--- src/hdl/rrip_pkg.sv ---
// shared types and constants for the rrip replacement policy
package rrip_pkg;

  localparam int unsigned SetsDef       = 2048;
  localparam int unsigned WaysDef       = 16;
  localparam int unsigned SigBitsDef    = 6;
  localparam int unsigned LeaderSetsDef = 32;
  localparam int unsigned DuelWidthDef  = 10;

  localparam int unsigned AddrW  = 64;
  localparam int unsigned PcW    = 18;
  localparam int unsigned SetW   = 11;
  localparam int unsigned WayW   = 4;
  localparam int unsigned PeriodW = 20;
  localparam logic [PeriodW-1:0] PeriodReset = 20'd100000;
  localparam logic [15:0] LfsrReset = 16'hACE1;

  localparam logic KindVictim = 1'b0;
  localparam logic KindUpdate = 1'b1;

  localparam logic [1:0] RrpvNear    = 2'd0;
  localparam logic [1:0] RrpvDistant = 2'd3;

  typedef enum logic [2:0] {
    StClear,
    StIdle,
    StRead,
    StSig,
    StOut
  } rrip_state_e;

  // one result item
  typedef struct packed {
    logic       bypassed;
    logic [1:0] inserted_rrpv;
    logic [3:0] victim_way;
  } rrip_res_t;

  function automatic logic [15:0] lfsr_next(input logic [15:0] v);
    logic fb;
    fb = v[0] ^ v[2] ^ v[3] ^ v[5];
    return {fb, v[15:1]};
  endfunction

endpackage

--- src/hdl/rrip_sig_table.sv ---
// signature outcome counters with saturating train and global decay
module rrip_sig_table #(
  parameter int unsigned SigBits = rrip_pkg::SigBitsDef
) (
  input  logic               clk_i,
  input  logic               rst_ni,
  input  logic [SigBits-1:0] old_sig_i,
  input  logic               inc_i,
  input  logic               dec_i,
  input  logic               decay_i,
  input  logic [SigBits-1:0] new_sig_i,
  output logic               hot_o
);
  import rrip_pkg::*;
  localparam int unsigned Count = 1 << SigBits;

  logic [1:0] ctr_q [Count];
  logic [1:0] ctr_d [Count];

  // hot check sees the value after this item's decrement
  always_comb begin
    logic [1:0] v;
    v = ctr_q[new_sig_i];
    if (dec_i && old_sig_i == new_sig_i && v != 2'd0) v = v - 2'd1;
    hot_o = v[1];
  end

  always_comb begin
    for (int i = 0; i < Count; i++) begin
      ctr_d[i] = ctr_q[i];
      if (SigBits'(i) == old_sig_i) begin
        if (inc_i && ctr_d[i] != 2'd3) ctr_d[i] = ctr_d[i] + 2'd1;
        if (dec_i && ctr_d[i] != 2'd0) ctr_d[i] = ctr_d[i] - 2'd1;
      end
      if (decay_i && ctr_d[i] != 2'd0) ctr_d[i] = ctr_d[i] - 2'd1;
    end
  end

  always_ff @(posedge clk_i or negedge rst_ni) begin
    if (!rst_ni) begin
      for (int i = 0; i < Count; i++) ctr_q[i] <= 2'd1;
    end else begin
      ctr_q <= ctr_d;
    end
  end

`ifndef ASSERT_OFF
  a_no_inc_dec: assert property (@(posedge clk_i) disable iff (!rst_ni) !(inc_i && dec_i))
    else $error("signature counter trained both ways");
  a_decay_lowers: assert property (@(posedge clk_i) disable iff (!rst_ni)
    decay_i && !inc_i |=> ctr_q[$past(new_sig_i)] != 2'd3)
    else $error("counter at three after decay");
  a_hot_range: assert property (@(posedge clk_i) disable iff (!rst_ni)
    hot_o |-> ctr_q[new_sig_i] != 2'd0)
    else $error("hot from zero counter");
`endif
endmodule

--- config.mk ---
export PLATFORM = sky130hd
export DESIGN_NAME = rrip_sig_table
export DESIGN_NICKNAME = d
export VERILOG_FILES = /design/src/hdl/rrip_pkg.sv /design/src/hdl/rrip_sig_table.sv
export SDC_FILE = /design/constraint.sdc
export NUM_CORES = 1
export LEC_CHECK = 0
export ABC_AREA = 1
export BUFFER_PORTS_ARGS = -buffer_cell sky130_fd_sc_hd__buf_2
export CORE_ASPECT_RATIO = 1.4
export CORE_MARGIN = 3
export CORE_UTILIZATION = 40
export CTS_BUF_LIST = sky130_fd_sc_hd__clkbuf_8
export DETAILED_ROUTE_END_ITERATION = 6
export HOLD_SLACK_MARGIN = 0.15
export SETUP_SLACK_MARGIN = 0.02
export SLEW_MARGIN = 20
export SYNTH_ARGS = -nofsm -noshare
export SYNTH_HDL_FRONTEND = slang
export SYNTH_SLANG_ARGS = --single-unit
export TNS_END_PERCENT = 50
--- constraint.sdc ---
create_clock -name clk_i -period 6.6 [get_ports clk_i]
set_input_delay 0.99 -clock clk_i [delete_from_list [all_inputs] [get_ports clk_i]]
set_output_delay 0.99 -clock clk_i [all_outputs]
set_load 0.02 [all_outputs]
==> results.sh, run 1 <==
export IMPL_p_leak_nw=7.18
export IMPL_dp_slack_ns=1.74
export IMPL_grt_pass1_wl_um=58000
export IMPL_fin_nets=2021
export IMPL_final_layout_size_suffix_gt1_frac=0.0844
export IMPL_syn_inst=1816
export IMPL_grt_max_degree=74
export IMPL_vdd_drop_max_mv=0.165
export IMPL_cts_buffers=17
export IMPL_slew_violations=0
export IMPL_overflow=0
export IMPL_synth_edff_count=0
export IMPL_avgRoutedWirePerCell_um=15.8
export IMPL_insertion_delay_ns=0.51
export IMPL_rows=79
export IMPL_drtPass1Iterations=5
export IMPL_synth_cell_types=32
export IMPL_cp_max_fo=43
export IMPL_die_y_um=226
export IMPL_area_growth_pct=6.33
export IMPL_finalHoldViolCount=0
export IMPL_synth_warnings=0
export IMPL_die_width_um=163
export IMPL_r2r_end="ctr_q[121]"
export IMPL_io_pins=18
export IMPL_fillCellCount=3365
export IMPL_fin_crit_ns=4.87
export IMPL_top_regs="ctr_q: 128 flops"
export IMPL_syn_avg_cell_area_um2=7.61
export IMPL_h_tree_depth=4
export IMPL_async_flop_share=1.00
export IMPL_clkTransAtPathRegs_ns=0.07
export IMPL_antenna_left=0
export IMPL_maxCapViolCount=0
export IMPL_largest_reg_flops=128
export IMPL_syn_nets=2026
export IMPL_arrival_ns=3.88
export IMPL_r2r_start="ctr_q[121]"
export IMPL_synth_flop_cell="dfstp_2"
export IMPL_placed_cells=2237
export IMPL_critical_path_class="input pin to output port"
export IMPL_r2r_slack_ns=3.79
export IMPL_clockBufferDepth=2
export IMPL_skew_ns=0.0105
export IMPL_cp_common_cell="nand2_1"
export IMPL_cts_resized=0
export IMPL_vias_per_cell=5.24
export IMPL_fin_ws_ns=1.73
export IMPL_cts_tree="built"
export IMPL_p_per_area_mw_per_mm2=478
export IMPL_antenna_found_initial=1
export IMPL_vias=11897
export IMPL_core_area_mm2=0.0337
export IMPL_instances_no_fill=2270
export IMPL_top_register="ctr_q"
export IMPL_reg2regPathDepth=14
export IMPL_yosysSeqAreaShare=0.238
export IMPL_drcViolationCount=0
export IMPL_cp_required_ns=5.61
export IMPL_status="complete, no violations"
export IMPL_synth_top_area_frac=0.175
export IMPL_grt_pass1_vias=11513
export IMPL_synth_area_leader_cell="ha_1"
export IMPL_ctsHoldBuffers=0
export IMPL_timing_fmax_ghz=0.205
export IMPL_finalCritPeriodShare=0.738
export IMPL_clockRootBuffer="clkbuf_8"
export IMPL_max_slew_worst_pin_slew_ns=1.01
export IMPL_cp_slowest_cell="inv_2"
export IMPL_drt_initial_drc_count=720
export IMPL_slowest_delay_ns=0.52
export IMPL_post_cts_buffers=0
export IMPL_synth_seq_cells=128
export IMPL_crit_path_end_kind="output port"
export IMPL_layout_common_cells="325 x nand2_1, 235 x nor2_1, 229 x inv_1, 193 x ha_1, 136 x mux2i_1"
export IMPL_min_path_type="input pin to asynchronous set/reset pin"
export IMPL_cp_start_kind="input pin"
export IMPL_place_hpwl_um=26200
export IMPL_grt_usage=0.200
export IMPL_path_cells="buf_2 > inv_2 > buf_4 > o21ai_0 > o21ai_0 > nand2_1 > nand2_1 > nand2_1 > nand2_1 > o211ai_1 > nand2_1 > inv_1 > ha_1 > nor4_1 > nand2_1 > or2_2 > nand2_1 > buf_2"
export IMPL_grt_setup_unrepaired="false"
export IMPL_relSlewSlack=0.326
export IMPL_setup_tns_ns=0
export IMPL_port_buffers=17
export IMPL_gp_congestion=0.905
export IMPL_start_util=0.410
export IMPL_wirelength_um=35900
export IMPL_die_area_mm2=0.0368
export IMPL_synth_area_leaders="ha_1 17%, dfstp_2 12%, dfrtp_1 12%"
export IMPL_setup_viol=0
export IMPL_cts_num_sinks=128
export IMPL_final_common_cell="nand2_1"
export IMPL_syn_area_mm2=0.0138
## critical path: cells and delay by family
family / cells / cell delay [ns]
and+or+nand+nor: 9 / 1.08
AOI/OAI and AO/OA: 3 / 0.39
buffers and inverters: 5 / 1.24
adders and majority gates: 1 / 0.17
## metal layers
layer / share of wire / up-vias / global-route usage
li1: - / 5902 / -
met1: 0.40 / 5664 / 0.219
met2: 0.52 / 248 / 0.370
met3: 0.040 / 83 / 0.0316
met4: 0.043 / 0 / 0.0975
met5: 0 / - / 0
## cells by family (layout without fill, tap and decap cells)
logic type	after synthesis	after routing	share of synthesized area
simple gates	693	693	0.203
buf+inv	279	287	0.0809
compound gates	194	194	0.0807
fa+ha+maj	193	193	0.175
xor+xnor	190	190	0.122
mux	139	139	0.101
flops	128	128	0.238
other cells	0	1	0
## through the flow
step	power, mW	hold WS [ns]	cell area (µm²)	utilization
3_5_place_dp	6.31	0.679	14300	0.424
5_1_grt	7.91	0.571	14700	0.436
4_1_cts	7.09	0.530	14700	0.436
6_report	7.03	0.537	14700	0.436
3_3_place_gp	6.03	0.661	14300	0.424
2_1_floorplan	5.30	0.596	13800	-
## cell usage after synthesis, types with 2 or more instances
cell / count
nor2_1: 235
nand3_1: 101
dfstp_2: 64
ha_1: 193
buf_6: 3
xor2_2: 3
a21oi_1: 14
mux2i_1: 136
o211ai_1: 4
clkbuf_1: 20
xnor2_1: 60
a22oi_1: 2
buf_4: 7
mux2_2: 3
nand2_2: 3
buf_2: 18
clkinv_1: 2
nor4_1: 2
o21ai_0: 97
or2_2: 25
o22ai_1: 47
xor2_1: 127
dfrtp_1: 64
inv_2: 2
inv_1: 226
o21ai_1: 2
nand2_1: 325
o21a_1: 27
## cell type report
| type | instances | area [µm²] | share of cell area |
|---|---|---|---|
| antenna | 1 | 2.50 | 0.000170 |
| clock inverter | 9 | 90.1 | 0.00613 |
| tap | 445 | 557 | 0.0379 |
| multi-input combinational | 1409 | 9420 | 0.641 |
| timing repair buffer | 25 | 164 | 0.0112 |
| clock buffer | 23 | 317 | 0.0215 |
| sequential | 128 | 3280 | 0.223 |
| inverter | 230 | 863 | 0.0588 |
## worst max path at each step
stage                             from  endpoint  slack [ns]
after global routing      new_sig_i[0]     hot_o        1.42
after floorplan           new_sig_i[2]     hot_o        2.69
final                     new_sig_i[0]     hot_o        1.73
after CTS                 new_sig_i[0]     hot_o        1.74
after global placement    new_sig_i[0]     hot_o        1.76
after detailed placement  new_sig_i[0]     hot_o        1.74
## where the power goes
part / internal, mW / switching, mW / total (mW)
combinational: 1.93 / 2.33 / 4.26
clock: 0.388 / 0.345 / 0.733
sequential: 1.38 / 0.653 / 2.03
total: 3.70 / 3.33 / 7.03
(Power assumes the default switching activity.)
==> run 2, diff against run 1 <==
--- a/config.mk
+++ b/config.mk
@@ -5,7 +5,7 @@
 export SDC_FILE = /design/constraint.sdc
 export NUM_CORES = 1
 export LEC_CHECK = 0
-export ABC_AREA = 1
+export ABC_AREA = 0
 export BUFFER_PORTS_ARGS = -buffer_cell sky130_fd_sc_hd__buf_2
 export CORE_ASPECT_RATIO = 1.4
 export CORE_MARGIN = 3
==> constraint.sdc (replaced) <==
create_clock -name clk_i -period 4.6 [get_ports clk_i]
set_input_delay 0.69 -clock clk_i [delete_from_list [all_inputs] [get_ports clk_i]]
set_output_delay 0.69 -clock clk_i [all_outputs]
set_load 0.02 [all_outputs]
==> results.sh, run 2 <==
export IMPL_status="complete, no violations"
export IMPL_synth_edff_count=0
export IMPL_cp_slowest_cell="mux4_2"
export IMPL_critical_path_class="input pin to output port"
export IMPL_grt_usage=0.184
export IMPL_maxCapViolCount=0
export IMPL_ctsHoldBuffers=0
export IMPL_relSlewSlack=0.298
export IMPL_largest_reg_flops=128
export IMPL_arrival_ns=3.47
export IMPL_multi_input_area_mm2=0.0103
export IMPL_vias_per_cell=5.33
export IMPL_final_common_cell="mux2i_1"
export IMPL_synth_area_leaders="mux2i_1 19%, ha_1 18%, xnor2_1 13%"
export IMPL_vias=9434
export IMPL_die_width_um=163
export IMPL_final_layout_size_suffix_gt1_frac=0.123
export IMPL_start_util=0.410
export IMPL_gp_congestion=0.791
export IMPL_synth_flop_cell="dfstp_2"
export IMPL_synth_area_leader_cell="mux2i_1"
export IMPL_top_regs="ctr_q: 128 flops"
export IMPL_synth_most_common_cell="mux2i_1"
export IMPL_p_per_area_mw_per_mm2=683
export IMPL_setup_tns_ns=0
export IMPL_layout_area_seq_mm2=0.00328
export IMPL_synth_top_area_frac=0.192
export IMPL_overflow=0
export IMPL_die_y_um=226
export IMPL_cts_resized=0
export IMPL_insertion_delay_ns=0.50
export IMPL_h_tree_depth=4
export IMPL_core_area_mm2=0.0336
export IMPL_syn_nets=1509
export IMPL_grt_pass1_vias=9800
export IMPL_min_path_type="input pin to asynchronous set/reset pin"
export IMPL_antenna_found_initial=2
export IMPL_fin_hold_ws_ns=0.283
export IMPL_antenna_left=0
export IMPL_vdd_drop_max_mv=0.201
export IMPL_synth_common_cells="264 x mux2i_1, 210 x xnor2_1, 193 x ha_1"
export IMPL_slowest_delay_ns=0.57
export IMPL_synth_seq_cells=128
export IMPL_max_slew_worst_pin_slew_ns=1.05
export IMPL_cts_tree="built"
export IMPL_layout_common_cells="264 x mux2i_1, 210 x xnor2_1, 193 x ha_1, 148 x nor2b_1, 68 x nand2_1"
export IMPL_finalCritPeriodShare=0.904
export IMPL_finalHoldViolCount=0
export IMPL_die_area_mm2=0.0367
export IMPL_async_flop_share=1.00
export IMPL_cp_max_fo=11
export IMPL_timing_fmax_ghz=0.240
export IMPL_syn_avg_cell_area_um2=10.6
export IMPL_top_register="ctr_q"
export IMPL_yosysSeqAreaShare=0.238
export IMPL_grt_max_degree=100
export IMPL_p_leak_nw=6.41
export IMPL_crit_path_end_kind="output port"
export IMPL_syn_inst=1299
export IMPL_grt_setup_unrepaired="false"
export IMPL_cp_start_kind="input pin"
export IMPL_wirelength_um=32000
export IMPL_fin_nets=1517
export IMPL_fin_crit_ns=4.16
export IMPL_dp_slack_ns=0.418
export IMPL_rows=79
export IMPL_drcViolationCount=0
export IMPL_fillCellCount=3258
export IMPL_post_cts_buffers=0
export IMPL_cts_buffers=17
export IMPL_area_growth_pct=7.58
export IMPL_utilization=0.441
export IMPL_drtPass1Iterations=4
export IMPL_drt_initial_drc_count=336
export IMPL_slew_violations=0
export IMPL_port_buffers=17
export IMPL_avgRoutedWirePerCell_um=18.1
export IMPL_grt_pass1_wl_um=52300
export IMPL_skew_ns=0.0196
export IMPL_path_cells="buf_2 > mux4_2 > mux4_2 > mux2_2 > a21oi_1 > ha_1 > nor3b_1 > nand4_1 > mux2i_1 > buf_2"
export IMPL_clockBufferDepth=2
export IMPL_clockRootBuffer="clkbuf_8"
export IMPL_synth_cell_types=37
export IMPL_clkTransAtPathRegs_ns=0.07
export IMPL_synth_warnings=0
export IMPL_cts_num_sinks=128
export IMPL_cp_required_ns=3.91
export IMPL_place_hpwl_um=23400
export IMPL_fin_ws_ns=0.440
export IMPL_setup_viol=0
export IMPL_syn_area_mm2=0.0138
export IMPL_io_pins=18
## run 2: area by class of cell
type                    count  share of cell area
diodes                      4            0.000676
clock buffers              20              0.0186
clock inverters            12             0.00870
inverters                   2            0.000507
multi-input cells        1121               0.693
flip-flops and latches    128               0.222
well taps                 445              0.0376
repair buffers             37              0.0190
## run 2: routing by layer
layer	global-route usage	vias up	wire length (µm)
met5	0	-	13
met4	0.0707	2	935
met3	0.0261	50	947
met2	0.344	117	17100
met1	0.209	4691	13000
li1	-	4574	-
## run 2: power by group
group,internal [mW],switching [mW],leakage [nW],total (mW)
Combinational,3.28,2.92,4.77,6.20
Sequential,1.98,0.877,1.42,2.86
Clock,0.565,0.494,0.228,1.06
Total,5.83,4.29,6.41,10.1
## run 2: kinds of logic (layout without fill, tap and decap cells)
| kind of cell | Yosys count | count (layout) | synth area share |
|---|---|---|---|
| other | 0 | 4 | 0 |
| AO/OA/AOI/OAI | 7 | 7 | 0.00391 |
| multiplexers | 302 | 302 | 0.255 |
| flip-flops | 128 | 128 | 0.238 |
| XOR/XNOR | 262 | 262 | 0.167 |
| buffers and inverters | 50 | 71 | 0.0166 |
| adder cells (fa/ha/maj) | 193 | 193 | 0.175 |
| AND/OR/NAND/NOR | 357 | 357 | 0.144 |
## run 2: final timing paths
check / to / cells after the start / slack [ns] / start
hold / removal: ctr_q[31] / 1 / 0.28 / rst_ni
hold reg to reg: ctr_q[23] / 2 / 0.67 / ctr_q[23]
setup / recovery: hot_o / 10 / 0.44 / new_sig_i[1]
max in group asynchronous: ctr_q[100] / 2 / 3.31 / rst_ni
setup reg to reg: ctr_q[107] / 11 / 1.92 / ctr_q[107]
min in group clk_i: ctr_q[23] / 2 / 0.67 / ctr_q[23]
## run 2: through the flow
stage	instances	cell area [µm²]	power, mW
after CTS	1765	14800	10.3
after floorplan	1299	13800	7.80
final	1769	14800	10.1
after global routing	1766	14800	11.4
after global placement	1733	14400	8.81
after detailed placement	1733	14400	9.15
## run 2: critical path, delay by kind of cell
| kind | cells | cell delay, ns |
|---|---|---|
| mux | 4 | 1.74 |
| buf+inv | 2 | 0.58 |
| simple gates | 2 | 0.15 |
| compound gates | 1 | 0.14 |
| fa+ha+maj | 1 | 0.16 |
==> run 3, diff against run 2 <==
--- a/config.mk
+++ b/config.mk
@@ -9,10 +9,12 @@
 export BUFFER_PORTS_ARGS = -buffer_cell sky130_fd_sc_hd__buf_2
 export CORE_ASPECT_RATIO = 1.4
 export CORE_MARGIN = 3
-export CORE_UTILIZATION = 40
+export CORE_UTILIZATION = 60
 export CTS_BUF_LIST = sky130_fd_sc_hd__clkbuf_8
 export DETAILED_ROUTE_END_ITERATION = 6
 export HOLD_SLACK_MARGIN = 0.15
+export PLACE_DENSITY = 0.76
+export RECOVER_POWER = 25
 export SETUP_SLACK_MARGIN = 0.02
 export SLEW_MARGIN = 20
 export SYNTH_ARGS = -nofsm -noshare
==> results.sh, run 3 (synthesis gave the netlist of run 2 again) <==
export IMPL_antenna_left=0
export IMPL_status="complete, but fails checks"
export IMPL_grt_pass1_wl_um=49200
export IMPL_arrival_ns=3.46
export IMPL_violations="capacitance limit, slew limit"
export IMPL_port_buffers=17
export IMPL_grt_setup_unrepaired="false"
export IMPL_grt_pass1_vias=10023
export IMPL_wirelength_um=29600
export IMPL_avgRoutedWirePerCell_um=18.3
export IMPL_core_area_mm2=0.0225
export IMPL_dp_slack_ns=0.480
export IMPL_worstHoldPathCells=2
export IMPL_max_slew_worst_pin_slew_ns=2.66
export IMPL_p_leak_nw=6.36
export IMPL_slowest_delay_ns=0.47
export IMPL_die_width_um=134
export IMPL_top_register="ctr_q"
export IMPL_vias_per_cell=5.94
export IMPL_drtPass1Iterations=6
export IMPL_cp_depth=11
export IMPL_h_tree_depth=4
export IMPL_startpoint="new_sig_i[1]"
export IMPL_overflow=0
export IMPL_reg2regPathDepth=11
export IMPL_drt_initial_drc_count=416
export IMPL_top_regs="ctr_q: 128 flops"
export IMPL_relSlewSlack=-0.775
export IMPL_clockRootBuffer="clkbuf_8"
export IMPL_die_area_mm2=0.0248
export IMPL_setup_tns_ns=0
export IMPL_io_pins=18
export IMPL_place_hpwl_um=21900
export IMPL_antenna_found_initial=1
export IMPL_instances_no_fill=1619
export IMPL_fin_hold_ws_ns=0.675
export IMPL_fin_nets=1514
export IMPL_crit_path_end_kind="output port"
export IMPL_path_buf_inv=3
export IMPL_vdd_drop_max_mv=0.279
export IMPL_fin_area_mm2=0.0146
export IMPL_vias=9619
export IMPL_cp_required_ns=3.91
export IMPL_path_cells="buf_2 > buf_4 > mux4_1 > mux4_2 > mux2_2 > a21oi_1 > ha_1 > nor3b_1 > nand4_1 > mux2i_1 > buf_2"
export IMPL_grt_met3_usage=0.0359
export IMPL_rows=65
export IMPL_cts_num_sinks=128
export IMPL_finalCritPeriodShare=0.902
export IMPL_fin_crit_ns=4.15
export IMPL_cp_max_fo=15
export IMPL_setup_viol=0
export IMPL_post_cts_buffers=0
export IMPL_grt_met2_usage=0.482
export IMPL_layout_common_cells="264 x mux2i_1, 210 x xnor2_1, 193 x ha_1, 148 x nor2b_1, 68 x nand2_1"
export IMPL_ctsHoldBuffers=0
export IMPL_cp_common_cell="buf_2"
export IMPL_timing_fmax_ghz=0.241
export IMPL_slew_violations=100
export IMPL_grt_max_degree=100
export IMPL_r2r_slack_ns=1.80
export IMPL_cp_start_kind="input pin"
export IMPL_critical_path_class="input pin to output port"
export IMPL_r2r_start="ctr_q[103]"
export IMPL_cts_tree="built"
export IMPL_gp_congestion=0.864
export IMPL_finalHoldViolCount=0
export IMPL_fin_ws_ns=0.451
export IMPL_cts_resized=0
export IMPL_grt_use_met1=0.281
export IMPL_r2r_end="ctr_q[103]"
export IMPL_min_path_type="flip-flop to flip-flop"
export IMPL_top_usage_layer="met2"
export IMPL_utilization=0.648
export IMPL_insertion_delay_ns=0.48
export IMPL_fin_total_pwr_mw=10.2
export IMPL_cp_endpoint="hot_o"
export IMPL_grt_usage=0.251
export IMPL_maxCapViolCount=1
export IMPL_crit_family="multiplexers"
export IMPL_final_layout_size_suffix_gt1_frac=0.122
export IMPL_cts_buffers=17
export IMPL_clkTransAtPathRegs_ns=0.08
export IMPL_placed_cells=1586
export IMPL_clockBufferDepth=2
export IMPL_start_util=0.611
export IMPL_cp_slowest_cell="mux4_2"
export IMPL_area_growth_pct=6.07
export IMPL_skew_ns=0.00857
export IMPL_drcViolationCount=0
export IMPL_final_common_cell="mux2i_1"
export IMPL_largest_reg_flops=128
export IMPL_p_per_area_mw_per_mm2=701
export IMPL_die_y_um=185
export IMPL_postPlaceCellArea_mm2=0.0142
-- run 3: area by class of cell --
cell class	count	area, µm²
Tap cell	301	377
Sequential cell	128	3280
Timing Repair Buffer	34	240
Fill cell	1813	7920
Inverter	2	7.51
Clock buffer	18	248
Antenna cell	1	2.50
Multi-Input combinational cell	1121	10300
Clock inverter	14	190
-- run 3: power by group --
part	leakage (nW)	switching (mW)	total, mW	internal [mW]
sequential	1.42	0.921	2.91	1.99
clock	0.201	0.508	1.11	0.602
combinational	4.74	2.94	6.23	3.29
total	6.36	4.37	10.2	5.88
-- run 3: worst min-delay path, stage by stage, from the launching register on --
cell     delay [ns]
dfrtp_1        0.38
mux2i_1        0.11
mux2i_1        0.14
-- run 3: worst min-delay path by stage --
stage / startpoint / end / slack (ns)
finish: ctr_q[111] / ctr_q[111] / 0.67
global route: ctr_q[122] / ctr_q[122] / 0.71
CTS: rst_ni / ctr_q[37] / 0.35
detailed placement: ctr_q[111] / ctr_q[111] / 0.66
global placement: ctr_q[81] / ctr_q[81] / 0.63
floorplan: rst_ni / ctr_q[101] / 0.39
-- run 3: routing by layer --
layer	part of all wire	vias to the layer above
met5	0	-
met4	0.024	0
met3	0.029	47
met2	0.54	142
met1	0.41	4853
li1	-	4577
